### src/hdl/dcs_pkg.sv
// Shared types, codes and lookup tables for the DAQ command and capture sequencer.
// No dependencies; every other file in hdl imports this package.
package dcs_pkg;

	localparam logic [1:0] KIND_CMD_BYTE = 2'd0;
	localparam logic [1:0] KIND_END_MSG  = 2'd1;
	localparam logic [1:0] KIND_SAMPLE   = 2'd2;

	localparam logic [1:0] OUT_SETTING     = 2'd0;
	localparam logic [1:0] OUT_SAMPLE_KEPT = 2'd1;
	localparam logic [1:0] OUT_DONE_ONLY   = 2'd2;

	localparam logic [2:0] SET_RATE     = 3'd0;
	localparam logic [2:0] SET_GAIN     = 3'd1;
	localparam logic [2:0] SET_CHANNELS = 3'd2;
	localparam logic [2:0] SET_FILTER   = 3'd3;
	localparam logic [2:0] SET_DURATION = 3'd4;

	localparam logic [7:0] HEADER_BYTE = 8'hCA;
	localparam logic [7:0] OP_RATE     = 8'h61;
	localparam logic [7:0] OP_GAIN     = 8'h62;
	localparam logic [7:0] OP_CHANNEL  = 8'h63;
	localparam logic [7:0] OP_FILTER   = 8'h64;
	localparam logic [7:0] OP_DURATION = 8'h65;

	localparam logic [14:0] FAST_RATE_HZ  = 15'd20000;
	localparam logic [7:0]  SLOW_DIVIDER  = 8'h80;
	localparam logic [7:0]  FAST_DIVIDER  = 8'd2;
	localparam logic [15:0] FILT_PERIOD_DEFAULT  = 16'd41942;
	localparam logic [15:0] FILT_COMPARE_DEFAULT = 16'd20971;

	typedef enum logic [2:0] {
		PH_FIRST,
		PH_OPCODE,
		PH_ARG,
		PH_DUR_HI,
		PH_DUR_LO,
		PH_SKIP_ONE
	} parse_phase_t;

	typedef struct packed {
		logic [1:0]         out_kind;
		logic [2:0]         setting_id;
		logic [4:0]         gain_code;
		logic [3:0]         mux_lines;
		logic [3:0]         adc_power;
		logic [15:0]        filter_period;
		logic [15:0]        filter_compare;
		logic [14:0]        rate_hz;
		logic [7:0]         spi_divider;
		logic [6:0]         skip_ratio;
		logic signed [23:0] sample_value;
		logic               acquisition_done;
	} result_t;

	typedef struct packed {
		logic        load;
		logic [6:0]  skip_ratio;
		logic [30:0] target;
	} rate_load_t;

	function automatic logic [15:0] filt_period(input logic [3:0] mode);
		logic [15:0] v;
		unique case (mode)
			4'd0:    v = 16'd41942;
			4'd1:    v = 16'd20970;
			4'd2:    v = 16'd10484;
			4'd3:    v = 16'd5241;
			4'd4:    v = 16'd2620;
			4'd5:    v = 16'd1309;
			4'd6:    v = 16'd654;
			4'd7:    v = 16'd326;
			4'd8:    v = 16'd162;
			4'd9:    v = 16'd80;
			4'd10:   v = 16'd39;
			4'd11:   v = 16'd19;
			4'd12:   v = 16'd9;
			4'd13:   v = 16'd4;
			4'd14:   v = 16'd23;
			default: v = FILT_PERIOD_DEFAULT;
		endcase
		return v;
	endfunction

	function automatic logic [15:0] filt_compare(input logic [3:0] mode);
		logic [15:0] v;
		unique case (mode)
			4'd0:    v = 16'd20971;
			4'd1:    v = 16'd10485;
			4'd2:    v = 16'd5242;
			4'd3:    v = 16'd2621;
			4'd4:    v = 16'd1310;
			4'd5:    v = 16'd655;
			4'd6:    v = 16'd327;
			4'd7:    v = 16'd163;
			4'd8:    v = 16'd81;
			4'd9:    v = 16'd40;
			4'd10:   v = 16'd20;
			4'd11:   v = 16'd10;
			4'd12:   v = 16'd5;
			4'd13:   v = 16'd2;
			4'd14:   v = 16'd12;
			default: v = FILT_COMPARE_DEFAULT;
		endcase
		return v;
	endfunction

endpackage

### src/hdl/dcs_cmd_parser.sv
// Command message parser: header check, opcode/argument sequencing and setting decode.
// Depends on dcs_pkg; hands rate updates to dcs_decimator through rate_load_t.
module dcs_cmd_parser (
	input  logic                clk,
	input  logic                arst_n,
	input  logic                take,
	input  logic [1:0]          kind,
	input  logic [7:0]          byte_value,
	output logic                res_valid,
	output dcs_pkg::result_t    res,
	output dcs_pkg::rate_load_t rate_load
);
	import dcs_pkg::*;

	parse_phase_t phase_q, phase_d;
	logic         header_valid_q, header_valid_d;
	logic [7:0]   pending_op_q;
	logic [7:0]   dur_high_q;
	logic [15:0]  duration_q;
	logic [14:0]  rate_q;

	logic         cmd_byte;
	logic         end_msg;
	logic         rate_cmd;
	logic [14:0]  rate_new;
	logic [7:0]   div_new;
	logic [6:0]   skip_new;
	logic [2:0]   fast_shift;
	logic [30:0]  target_new;

	assign cmd_byte = take && (kind == KIND_CMD_BYTE);
	assign end_msg  = take && (kind == KIND_END_MSG);
	assign rate_cmd = cmd_byte && (phase_q == PH_ARG) && (pending_op_q == OP_RATE);

	assign fast_shift = 3'(byte_value[3:0] - 4'd7);

	always_comb begin
		rate_new = rate_q;
		div_new  = SLOW_DIVIDER;
		skip_new = '0;
		if (byte_value <= 8'd6) begin
			rate_new = 15'd2 << byte_value[2:0];
			skip_new = 7'd127 >> byte_value[2:0];
		end else if (byte_value <= 8'd13) begin
			rate_new = 15'd256 << fast_shift;
			div_new  = SLOW_DIVIDER >> fast_shift;
		end else if (byte_value == 8'd14) begin
			rate_new = FAST_RATE_HZ;
			div_new  = FAST_DIVIDER;
		end
	end

	assign target_new = 31'({15'd0, duration_q} * {16'd0, rate_new});

	always_comb begin
		phase_d        = phase_q;
		header_valid_d = header_valid_q;
		if (end_msg) begin
			phase_d        = PH_FIRST;
			header_valid_d = 1'b0;
		end else if (cmd_byte) begin
			unique case (phase_q)
				PH_FIRST: begin
					header_valid_d = (byte_value == HEADER_BYTE);
					phase_d        = PH_OPCODE;
				end
				PH_OPCODE: begin
					if (header_valid_q) begin
						if (byte_value >= OP_RATE && byte_value <= OP_FILTER) begin
							phase_d = PH_ARG;
						end else if (byte_value == OP_DURATION) begin
							phase_d = PH_DUR_HI;
						end else begin
							phase_d = PH_SKIP_ONE;
						end
					end
				end
				PH_DUR_HI: phase_d = PH_DUR_LO;
				default:   phase_d = PH_OPCODE;
			endcase
		end
	end

	always_comb begin
		res       = '0;
		res_valid = 1'b0;
		res.out_kind = OUT_SETTING;
		if (cmd_byte && phase_q == PH_ARG) begin
			res_valid = 1'b1;
			unique case (pending_op_q)
				OP_RATE: begin
					res.setting_id  = SET_RATE;
					res.rate_hz     = rate_new;
					res.spi_divider = div_new;
					res.skip_ratio  = skip_new;
				end
				OP_GAIN: begin
					res.setting_id = SET_GAIN;
					res.gain_code  = (byte_value <= 8'd9) ? {byte_value[3:0], 1'b1} : 5'd1;
				end
				OP_CHANNEL: begin
					res.setting_id = SET_CHANNELS;
					res.mux_lines  = byte_value[3:0];
					res.adc_power  = byte_value[7:4];
				end
				default: begin
					res.setting_id     = SET_FILTER;
					res.filter_period  = (byte_value <= 8'd14) ?
						filt_period(byte_value[3:0]) : FILT_PERIOD_DEFAULT;
					res.filter_compare = (byte_value <= 8'd14) ?
						filt_compare(byte_value[3:0]) : FILT_COMPARE_DEFAULT;
				end
			endcase
		end else if (cmd_byte && phase_q == PH_DUR_LO) begin
			res_valid      = 1'b1;
			res.setting_id = SET_DURATION;
		end
	end

	assign rate_load.load       = rate_cmd;
	assign rate_load.skip_ratio = skip_new;
	assign rate_load.target     = target_new;

	always_ff @(posedge clk or negedge arst_n) begin
		if (!arst_n) begin
			phase_q        <= PH_FIRST;
			header_valid_q <= 1'b0;
			pending_op_q   <= '0;
			dur_high_q     <= '0;
			duration_q     <= '0;
			rate_q         <= '0;
		end else begin
			phase_q        <= phase_d;
			header_valid_q <= header_valid_d;
			if (cmd_byte && phase_q == PH_OPCODE && header_valid_q) begin
				pending_op_q <= byte_value;
			end
			if (cmd_byte && phase_q == PH_DUR_HI) begin
				dur_high_q <= byte_value;
			end
			if (cmd_byte && phase_q == PH_DUR_LO) begin
				duration_q <= {dur_high_q, byte_value};
			end
			if (rate_cmd) begin
				rate_q <= rate_new;
			end
		end
	end

endmodule

### src/hdl/dcs_decimator.sv
// Sample frame decimator with kept-frame counting against the acquisition target.
// Depends on dcs_pkg; reloaded by rate commands from dcs_cmd_parser.
module dcs_decimator (
	input  logic                clk,
	input  logic                arst_n,
	input  logic                take,
	input  logic [23:0]         raw_sample,
	input  dcs_pkg::rate_load_t rate_load,
	output logic                res_valid,
	output dcs_pkg::result_t    res
);
	import dcs_pkg::*;

	logic [6:0]  skip_ratio_q;
	logic [6:0]  skip_cnt_q, skip_cnt_d;
	logic [30:0] kept_q, kept_inc, kept_d;
	logic [30:0] target_q;
	logic        keep;
	logic        done;

	assign keep = (skip_cnt_q == '0);

	always_comb begin
		kept_inc = kept_q;
		if (keep) begin
			skip_cnt_d = (skip_ratio_q != '0) ? 7'd1 : 7'd0;
			kept_inc   = kept_q + 31'd1;
		end else if (skip_cnt_q == skip_ratio_q) begin
			skip_cnt_d = '0;
		end else begin
			skip_cnt_d = skip_cnt_q + 7'd1;
		end
	end

	assign done   = (kept_inc >= target_q);
	assign kept_d = done ? '0 : kept_inc;

	always_comb begin
		res = '0;
		res.sample_value     = raw_sample;
		res.acquisition_done = done;
		res.out_kind         = keep ? OUT_SAMPLE_KEPT : OUT_DONE_ONLY;
		if (!keep) begin
			res.sample_value = '0;
		end
		res_valid = take && (keep || done);
	end

	always_ff @(posedge clk or negedge arst_n) begin
		if (!arst_n) begin
			skip_ratio_q <= '0;
			skip_cnt_q   <= '0;
			kept_q       <= '0;
			target_q     <= '0;
		end else if (rate_load.load) begin
			skip_ratio_q <= rate_load.skip_ratio;
			skip_cnt_q   <= '0;
			kept_q       <= '0;
			target_q     <= rate_load.target;
		end else if (take) begin
			skip_cnt_q <= skip_cnt_d;
			kept_q     <= kept_d;
		end
	end

endmodule

### src/hdl/dcs_out_fifo.sv
// Two-entry result queue between the decode logic and the output channel.
// Depends on dcs_pkg for the result_t payload.
module dcs_out_fifo (
	input  logic             clk,
	input  logic             arst_n,
	input  logic             push,
	input  dcs_pkg::result_t push_data,
	output logic             has_room,
	output logic             pop_valid,
	input  logic             pop_ready,
	output dcs_pkg::result_t pop_data
);
	import dcs_pkg::*;

	result_t    mem_q [2];
	logic       wr_ptr_q;
	logic       rd_ptr_q;
	logic [1:0] count_q;
	logic       pop;

	assign has_room  = (count_q != 2'd2);
	assign pop_valid = (count_q != 2'd0);
	assign pop       = pop_valid && pop_ready;
	assign pop_data  = mem_q[rd_ptr_q];

	always_ff @(posedge clk) begin
		if (push) begin
			mem_q[wr_ptr_q] <= push_data;
		end
	end

	always_ff @(posedge clk or negedge arst_n) begin
		if (!arst_n) begin
			wr_ptr_q <= 1'b0;
			rd_ptr_q <= 1'b0;
			count_q  <= '0;
		end else begin
			if (push) begin
				wr_ptr_q <= ~wr_ptr_q;
			end
			if (pop) begin
				rd_ptr_q <= ~rd_ptr_q;
			end
			unique case ({push, pop})
				2'b10:   count_q <= count_q + 2'd1;
				2'b01:   count_q <= count_q - 2'd1;
				default: count_q <= count_q;
			endcase
		end
	end

endmodule

### src/hdl/daq_command_and_capture_sequencer.sv
// Top level of the DAQ command and capture sequencer: parser, decimator, result queue.
// Depends on dcs_pkg, dcs_cmd_parser, dcs_decimator and dcs_out_fifo.
//
//   Channel  Handshake            Payload
//   input    in_valid/in_ready    kind, byte_value, raw_sample
//   output   out_valid/out_ready  out_kind ... acquisition_done (twelve fields)
//
// One item is accepted per cycle while in_ready is high; its result, if any, is registered in the result queue.
// The decode of an item and the state update it causes complete in the cycle in which it is accepted.
// A two-entry result queue lets one more item be taken while a result is stalled;
// in_ready drops only when both entries are full.
// Reset puts the parser in wait for a message header and clears all counters.
module daq_command_and_capture_sequencer (
	input  logic               clk,
	input  logic               arst_n,
	input  logic               in_valid,
	output logic               in_ready,
	input  logic [1:0]         kind,
	input  logic [7:0]         byte_value,
	input  logic [23:0]        raw_sample,
	output logic               out_valid,
	input  logic               out_ready,
	output logic [1:0]         out_kind,
	output logic [2:0]         setting_id,
	output logic [4:0]         gain_code,
	output logic [3:0]         mux_lines,
	output logic [3:0]         adc_power,
	output logic [15:0]        filter_period,
	output logic [15:0]        filter_compare,
	output logic [14:0]        rate_hz,
	output logic [7:0]         spi_divider,
	output logic [6:0]         skip_ratio,
	output logic signed [23:0] sample_value,
	output logic               acquisition_done
);
	import dcs_pkg::*;

	logic       take;
	logic       sample_take;
	logic       cmd_valid;
	logic       dec_valid;
	result_t    cmd_res;
	result_t    dec_res;
	result_t    push_res;
	result_t    head;
	rate_load_t rate_load;

	assign take        = in_valid && in_ready;
	assign sample_take = take && (kind == KIND_SAMPLE);

	dcs_cmd_parser u_parser (
		.clk        (clk),
		.arst_n     (arst_n),
		.take       (take),
		.kind       (kind),
		.byte_value (byte_value),
		.res_valid  (cmd_valid),
		.res        (cmd_res),
		.rate_load  (rate_load)
	);

	dcs_decimator u_decimator (
		.clk        (clk),
		.arst_n     (arst_n),
		.take       (sample_take),
		.raw_sample (raw_sample),
		.rate_load  (rate_load),
		.res_valid  (dec_valid),
		.res        (dec_res)
	);

	assign push_res = cmd_valid ? cmd_res : dec_res;

	dcs_out_fifo u_out_fifo (
		.clk       (clk),
		.arst_n    (arst_n),
		.push      (cmd_valid || dec_valid),
		.push_data (push_res),
		.has_room  (in_ready),
		.pop_valid (out_valid),
		.pop_ready (out_ready),
		.pop_data  (head)
	);

	assign out_kind         = head.out_kind;
	assign setting_id       = head.setting_id;
	assign gain_code        = head.gain_code;
	assign mux_lines        = head.mux_lines;
	assign adc_power        = head.adc_power;
	assign filter_period    = head.filter_period;
	assign filter_compare   = head.filter_compare;
	assign rate_hz          = head.rate_hz;
	assign spi_divider      = head.spi_divider;
	assign skip_ratio       = head.skip_ratio;
	assign sample_value     = head.sample_value;
	assign acquisition_done = head.acquisition_done;

endmodule
### config.mk
export PLATFORM = sky130hd
export DESIGN_NAME = daq_command_and_capture_sequencer
export DESIGN_NICKNAME = d
export VERILOG_FILES = /design/src/hdl/dcs_pkg.sv /design/src/hdl/dcs_cmd_parser.sv /design/src/hdl/dcs_decimator.sv /design/src/hdl/dcs_out_fifo.sv /design/src/hdl/daq_command_and_capture_sequencer.sv
export SDC_FILE = /design/constraint.sdc
export NUM_CORES = 1
export LEC_CHECK = 0
export BUFFER_PORTS_ARGS = -buffer_cell sky130_fd_sc_hd__buf_2
export CORE_MARGIN = 3
export CORE_UTILIZATION = 30
export CTS_CLUSTER_DIAMETER = 50
export CTS_CLUSTER_SIZE = 25
export DETAILED_ROUTE_END_ITERATION = 12
export PLACE_DENSITY = 0.44
export SLEW_MARGIN = 20
export SYNTH_ARGS = -nofsm -noshare
export SYNTH_HDL_FRONTEND = slang
export SYNTH_SLANG_ARGS = --single-unit
### constraint.sdc
create_clock -name clk -period 12.3 [get_ports clk]
set_input_delay 1.845 -clock clk [delete_from_list [all_inputs] [get_ports clk]]
set_output_delay 1.845 -clock clk [all_outputs]
set_load 0.02 [all_outputs]
==> metrics.yaml, run 1 <==
drc: 0
start_util_pct: 30.47
synth_edf_count: 186
syn_to_final_growth_pct: 12.84
cts.clk_slew.worst_paths_ns: 0.06
n_fill_cell: 7783
fmax_mhz: 101.6
crit_path_max_incr_delay_ns: 0.71
first_iter_violations: 1038
antenna_found_initial: 0
h-tree-depth: 2
syn-instance-count: 2145
finClkSkew_ns: 0.03539
clock_path_buffers: 3
vdd_drop_max_mv: 0.07851
coreArea_mm2: 0.07633
worst-path-buf-inv: 5
slew_headroom_pct: 24.99
grt_pass1_vias: 17100
synth_top_family_by_area: "adder cells"
nets: 2604
ys_top_cells_by_area: "edfxtp_1, fa_1, dfrtp_1"
syn_area_mm2: 0.02325
die_x_um: 284.4
syn_avg_cell_area_um2: 10.84
final_area_mm2: 0.02624
die-area_mm2: 0.08089
synthDistinctLibCells: 95
grt_util_all_layers_pct: 15.58
cts_setup_buffers: 0
clock_latency_ns: 0.57
die_height_um: 284.4
cts_buffers: 39
critPathKind: "in2reg"
worstPathRequired_ns: 12.71
synth_nets: 2508
hold_path_depth: 2
cp.depth: 25
drv_cap: 0
grt_pass1_wl_um: 99670
yosysTopAreaCell: "edfxtp_1"
multi_input_area_mm2: 0.01288
grt_max_degree: 72
drive_above_1_share_pct: 17.69
place_ws_ns: 1.929
cpLargestDelayFamily: "adder cells"
numPortBuffers: 143
viasPerCell: 4.841
cts_root_buffer: "clkbuf_16"
r2r_cells: 20
wirelength_um: 61920
dp_hpwl_um: 45270
wire_per_inst_um: 18.75
synthXorXnorAreaFrac_pct: 2.184
finalCriticalPeriod_ns: 9.841
synth_compound_area_share_pct: 8.625
netlist.area_leader.share_pct: 24.02
rsz0062_at_grt: "false"
ys_warn_count: 0
fin_util_pct: 34.38
ys_seq_area_share_pct: 38.11
cp-start-kind: "input pin"
ys.flop_type: "edfxtp_1"
total_power_w: 0.003198
gp_congestion: 0.8284
cts_tree: "built"
ys_seq_elements: 317
finalMaxSlewViolations: 0
synthArstFlopShare_pct: 41.32
vias: 15990
crit_fanout: 24
place_area_mm2: 0.02493
seq_area_mm2: 0.008867
critPathSlowestCell: "a32o_1"
worst_slew_pin_slew_ns: 1.115
cts_sinks: 317
first_pass_iters: 6
hold_violations: 0
overflow: 0
status: "finished, final reports clean"
row_count: 101
finalSetupTns_ns: 0
leakagePower_nw: 11.90
ant_nets: 0
cts_hold_buf: 0
p_per_area_mw_per_mm2: 121.9
setup_ws_ns: 2.459
fin_crit_sh_pct: 80.01
cp_common_cell: "fa_1"
yosys.area_share.simple_pct: 15.09
setup_violations: 0
hold_class: "reg2reg"
end_kind: "flop"
synth_mux_area_share_pct: 6.080
synth-adder-area-share_pct: 23.30
diodes: 0
cts_resized: 0
reg2reg_slack_ns: 5.41
ios: 145
cp.arrival_ns: 10.25
[metrics by stage]
step / std cells / hold slack (ns)
final: 3302 / 0.4756
after global routing: 3302 / 0.4988
after CTS: 3302 / 0.4794
after detailed placement: 3230 / 0.4651
after global placement: 3230 / 0.4617
after floorplan: 2145 / 0.4444
[path summary, 6_finish.rpt]
kind	startpoint	end
max in group asynchronous	arst_n	u_parser.rate_q[12]
setup reg to reg	u_parser.rate_q[2]	u_decimator.target_q[24]
setup / recovery	byte_value[1]	u_decimator.target_q[29]
min in group asynchronous	arst_n	u_out_fifo.wr_ptr_q
hold / removal	u_parser.rate_q[1]	u_parser.rate_q[1]
hold reg to reg	u_parser.rate_q[1]	u_parser.rate_q[1]
[state kept, by name, summed over array words and instances, names as in the netlist]
register and cells:
u_out_fifo.mem_q 186, u_out_fifo.count_q 2, u_out_fifo.wr_ptr_q 1, u_decimator.skip_cnt_q 7
u_out_fifo.rd_ptr_q 1, u_parser.duration_q 16, u_parser.pending_op_q 8, u_parser.header_valid_q 1
u_parser.rate_q 15, u_parser.phase_q 3, u_decimator.skip_ratio_q 7, u_decimator.target_q 31
u_parser.dur_high_q 8, u_decimator.kept_q 31
[placed cells by master, fill, tap and decap left out, types with 5 or more instances in the layout]
cell type,n
a211o_1,6
a211oi_1,7
a21o_1,44
a21oi_1,46
a31o_2,5
a31oi_1,20
a32o_1,21
and2_1,137
and3_1,30
and4_1,6
buf_2,142
buf_4,21
clkbuf_1,8
clkbuf_16,39
dfrtp_1,130
edfxtp_1,186
fa_1,180
ha_1,145
inv_1,270
mux2_2,122
nand2_1,223
nand2b_1,17
nand3_1,27
nand3b_1,7
nand4_1,25
nor2_1,73
nor2b_1,32
nor3_1,20
nor4_1,8
o211ai_1,6
o21ai_0,61
o22ai_1,12
or2_2,7
or3_1,6
xnor2_1,33
xor2_1,25
[Yosys cell counts (5+ instances only)]
| cell type | count |
|---|---|
| a211o_1 | 6 |
| a211oi_1 | 7 |
| a21o_1 | 44 |
| a21oi_1 | 46 |
| a31o_2 | 5 |
| a31oi_1 | 20 |
| a32o_1 | 21 |
| and2_1 | 138 |
| and3_1 | 30 |
| and4_1 | 6 |
| buf_2 | 22 |
| buf_4 | 14 |
| clkbuf_1 | 66 |
| dfrtp_1 | 131 |
| edfxtp_1 | 186 |
| fa_1 | 180 |
| ha_1 | 145 |
| inv_1 | 270 |
| mux2_2 | 122 |
| nand2_1 | 223 |
| nand2b_1 | 17 |
| nand3_1 | 27 |
| nand3b_1 | 7 |
| nand4_1 | 25 |
| nor2_1 | 74 |
| nor2b_1 | 33 |
| nor3_1 | 20 |
| nor4_1 | 9 |
| o211ai_1 | 6 |
| o21ai_0 | 61 |
| o22ai_1 | 12 |
| or2_2 | 7 |
| or3_1 | 6 |
| xnor2_1 | 33 |
| xor2_1 | 25 |
[area by class of cell]
| cell class | instances | area share (%) |
|---|---|---|
| clock buffers | 49 | 3.938 |
| clock inverters | 23 | 1.068 |
| inverters | 270 | 3.862 |
| multi-input cells | 1449 | 49.08 |
| flip-flops and latches | 317 | 33.79 |
| well taps | 1030 | 4.911 |
| repair buffers | 164 | 3.352 |
[cell families after synthesis]
group,count (synthesis)
other,1
adders and majority gates,325
xor gates and xnor gates,58
and+or+nand+nor,659
AOI/OAI and AO/OA,280
DFF,317
buffers and inverters,379
muxes,126
[power by group]
part / total (W) / internal (W) / switching, W
Combinational: 0.000746 / 0.000289 / 0.000457
Clock: 0.00117 / 0.000677 / 0.000491
Sequential: 0.00128 / 0.00123 / 0.0000572
[worst min-delay path: cells and delay by family (launching register included)]
family	cells	cell delay (ns)
and+or+nand+nor	2	0.10
DFF	1	0.34
[layer usage]
metal	routed length [um]	part of all wire, %	track usage (%)	vias up
met5	0	0	0	-
met4	1783	2.9	4.745	0
met3	2662	4.3	2.518	89
met2	30460	49	26.71	337
met1	27010	44	20.20	8120
li1	-	-	-	7440
(Power assumes the default switching activity.)
==> inputs of run 2 (changes only) <==
- ABC_AREA: unset -> 1
- PLACE_DENSITY: 0.44 -> 0.46
- clock period: 12.3 -> 8.25 ns (I/O delays scaled with it)
==> metrics.yaml, run 2 <==
crit_path_max_incr_delay_ns: 0.57
seq_area_mm2: 0.008865
dp_hpwl_um: 50570
cts_sinks: 317
end_kind: "flop"
cts_setup_buffers: 0
h-tree-depth: 2
drv_cap: 0
cp.arrival_ns: 7.84
slew_headroom_pct: 35.77
grt_pass1_vias: 18600
largest_register_ffs: 186
cts_buffers: 34
vias: 18250
clock_latency_ns: 0.55
cts_resized: 0
r2r_cells: 22
critPathSlowestCell: "fa_1"
worstSetupStartpoint: "byte_value[1]"
worst_slew_pin_slew_ns: 0.9635
cts_hold_buf: 0
ant_nets: 0
reg_top3: "u_out_fifo.mem_q x186, u_decimator.kept_q x31, u_decimator.target_q x31"
n_fill_cell: 8104
syn_to_final_growth_pct: 12.88
first_pass_iters: 5
setup_violations: 0
cts_tree: "built"
largest-register: "u_out_fifo.mem_q"
finalSetupTns_ns: 0
start_util_pct: 30.53
first_iter_violations: 1004
row_count: 101
multi_input_area_mm2: 0.01237
status: "finished, final reports clean"
setup.worst_path.end: "u_decimator.target_q[25]"
reg2reg_to: "u_decimator.target_q[25]"
grt_pass1_wl_um: 105400
synthDistinctLibCells: 56
reg2reg_slack_ns: 1.92
final_common_cell: "nand2_1"
drive_above_1_share_pct: 9.869
cp-start-kind: "input pin"
setup_ws_ns: 0.7907
antenna_found_initial: 0
crit_fanout: 16
place_ws_ns: 0.2604
ys_top_cells_by_area: "edfxtp_1, fa_1, dfrtp_1"
gp_congestion: 0.8758
finClkSkew_ns: 0.02524
ys_warn_count: 0
ys_seq_elements: 317
grt_max_degree: 83
drc: 0
yosysTopAreaCell: "edfxtp_1"
critPathKind: "in2reg"
synth_nets: 3124
rr_startpoint: "u_parser.duration_q[14]"
cts.clk_slew.worst_paths_ns: 0.06
die_height_um: 285.2
ys_seq_area_share_pct: 37.91
diodes: 0
die_x_um: 285.2
grt_util_all_layers_pct: 16.16
ios: 145
overflow: 0
finalCriticalPeriod_ns: 7.459
synthTopCellsByCount: "nand2_1, inv_1, nor2_1"
wirelength_um: 65230
netlist.area_leader.share_pct: 23.89
wire_per_inst_um: 16.56
fmax_mhz: 134.1
hold_class: "reg2reg"
finalMaxSlewViolations: 0
synthArstFlopShare_pct: 41.32
syn_area_mm2: 0.02338
worstPathRequired_ns: 8.64
hold_violations: 0
synth_edf_count: 186
coreArea_mm2: 0.07658
clock_path_buffers: 3
syn_avg_cell_area_um2: 8.468
viasPerCell: 4.634
final_cell_mix: "nand2_1, inv_1, nor2_1"
nets: 3246
die-area_mm2: 0.08132
ys.flop_type: "edfxtp_1"
numPortBuffers: 143
cts_root_buffer: "clkbuf_16"
syn-instance-count: 2761
rsz0062_at_grt: "false"
post-synth-top-count-cell: "nand2_1"
fin_crit_sh_pct: 90.42
run 2: changes by cell type after synthesis, sizes merged, moves of 29 or more:
cell,before,now
o21ai,63,122
a21o,44,3
and3,30,1
nor2,78,287
nand2,225,826
mux2,122,0
nor2b,33,0
nand3,29,107
and2,139,5
inv,270,439
run 2: cells by family (layout without fill, tap and decap cells):
logic type	after synthesis	count (layout)	synth area share (%)
buffers and inverters	547	694	9.221
DFF	317	317	37.91
other	1	1	0.01604
muxes	4	4	0.1713
xor gates and xnor gates	44	44	1.648
adders and majority gates	325	325	23.17
and+or+nand+nor	1299	1299	22.38
AOI/OAI and AO/OA	224	224	5.480
run 2: routing by layer:
layer | routed length [um] | GRT usage, % | up-vias
met1 | 30450 | 22.31 | 8956
met3 | 2437 | 1.878 | 75
li1 | - | - | 8868
met4 | 1595 | 4.209 | 0
met5 | 0 | 0 | -
met2 | 30750 | 26.96 | 348
run 2: layout make-up:
type / instances / share of cell area (%)
multi-input combinational: 1897 / 46.88
sequential: 317 / 33.59
inverter: 447 / 6.367
tap: 1030 / 4.883
timing repair buffer: 186 / 4.054
clock buffer: 39 / 3.376
clock inverter: 22 / 0.8534
run 2: worst min-delay path by stage:
stage,depth (start not counted),slack (ns),from,end
2_1_floorplan,2,0.44,u_out_fifo.wr_ptr_q,u_out_fifo.wr_ptr_q
3_5_place_dp,2,0.47,u_out_fifo.wr_ptr_q,u_out_fifo.wr_ptr_q
3_3_place_gp,2,0.45,u_out_fifo.wr_ptr_q,u_out_fifo.wr_ptr_q
5_1_grt,2,0.52,u_decimator.target_q[30],u_decimator.target_q[30]
6_report,2,0.48,u_out_fifo.wr_ptr_q,u_out_fifo.wr_ptr_q
4_1_cts,2,0.48,u_out_fifo.wr_ptr_q,u_out_fifo.wr_ptr_q
run 2: through the flow:
stage | utilization [%] | hold slack (ns) | instance area [um2] | cells
final | 34.46 | 0.4825 | 26390 | 3938
after floorplan | - | 0.4419 | 23380 | 2761
after global routing | 34.46 | 0.5156 | 26390 | 3938
after CTS | 34.46 | 0.4841 | 26390 | 3938
after detailed placement | 33.00 | 0.4698 | 25270 | 3877
after global placement | 33.00 | 0.4538 | 25270 | 3877
run 2: worst max-delay path, delay by kind of cell:
kind                       cells  cell delay, ns
AOI/OAI and AO/OA              3            0.62
and+or+nand+nor               11            1.33
buffers and inverters          9            1.00
adders and majority gates      8            3.62
Power of run 2 is not shown: default switching activity piles up to over one toggle a cycle in this logic, so the estimate is an artifact.
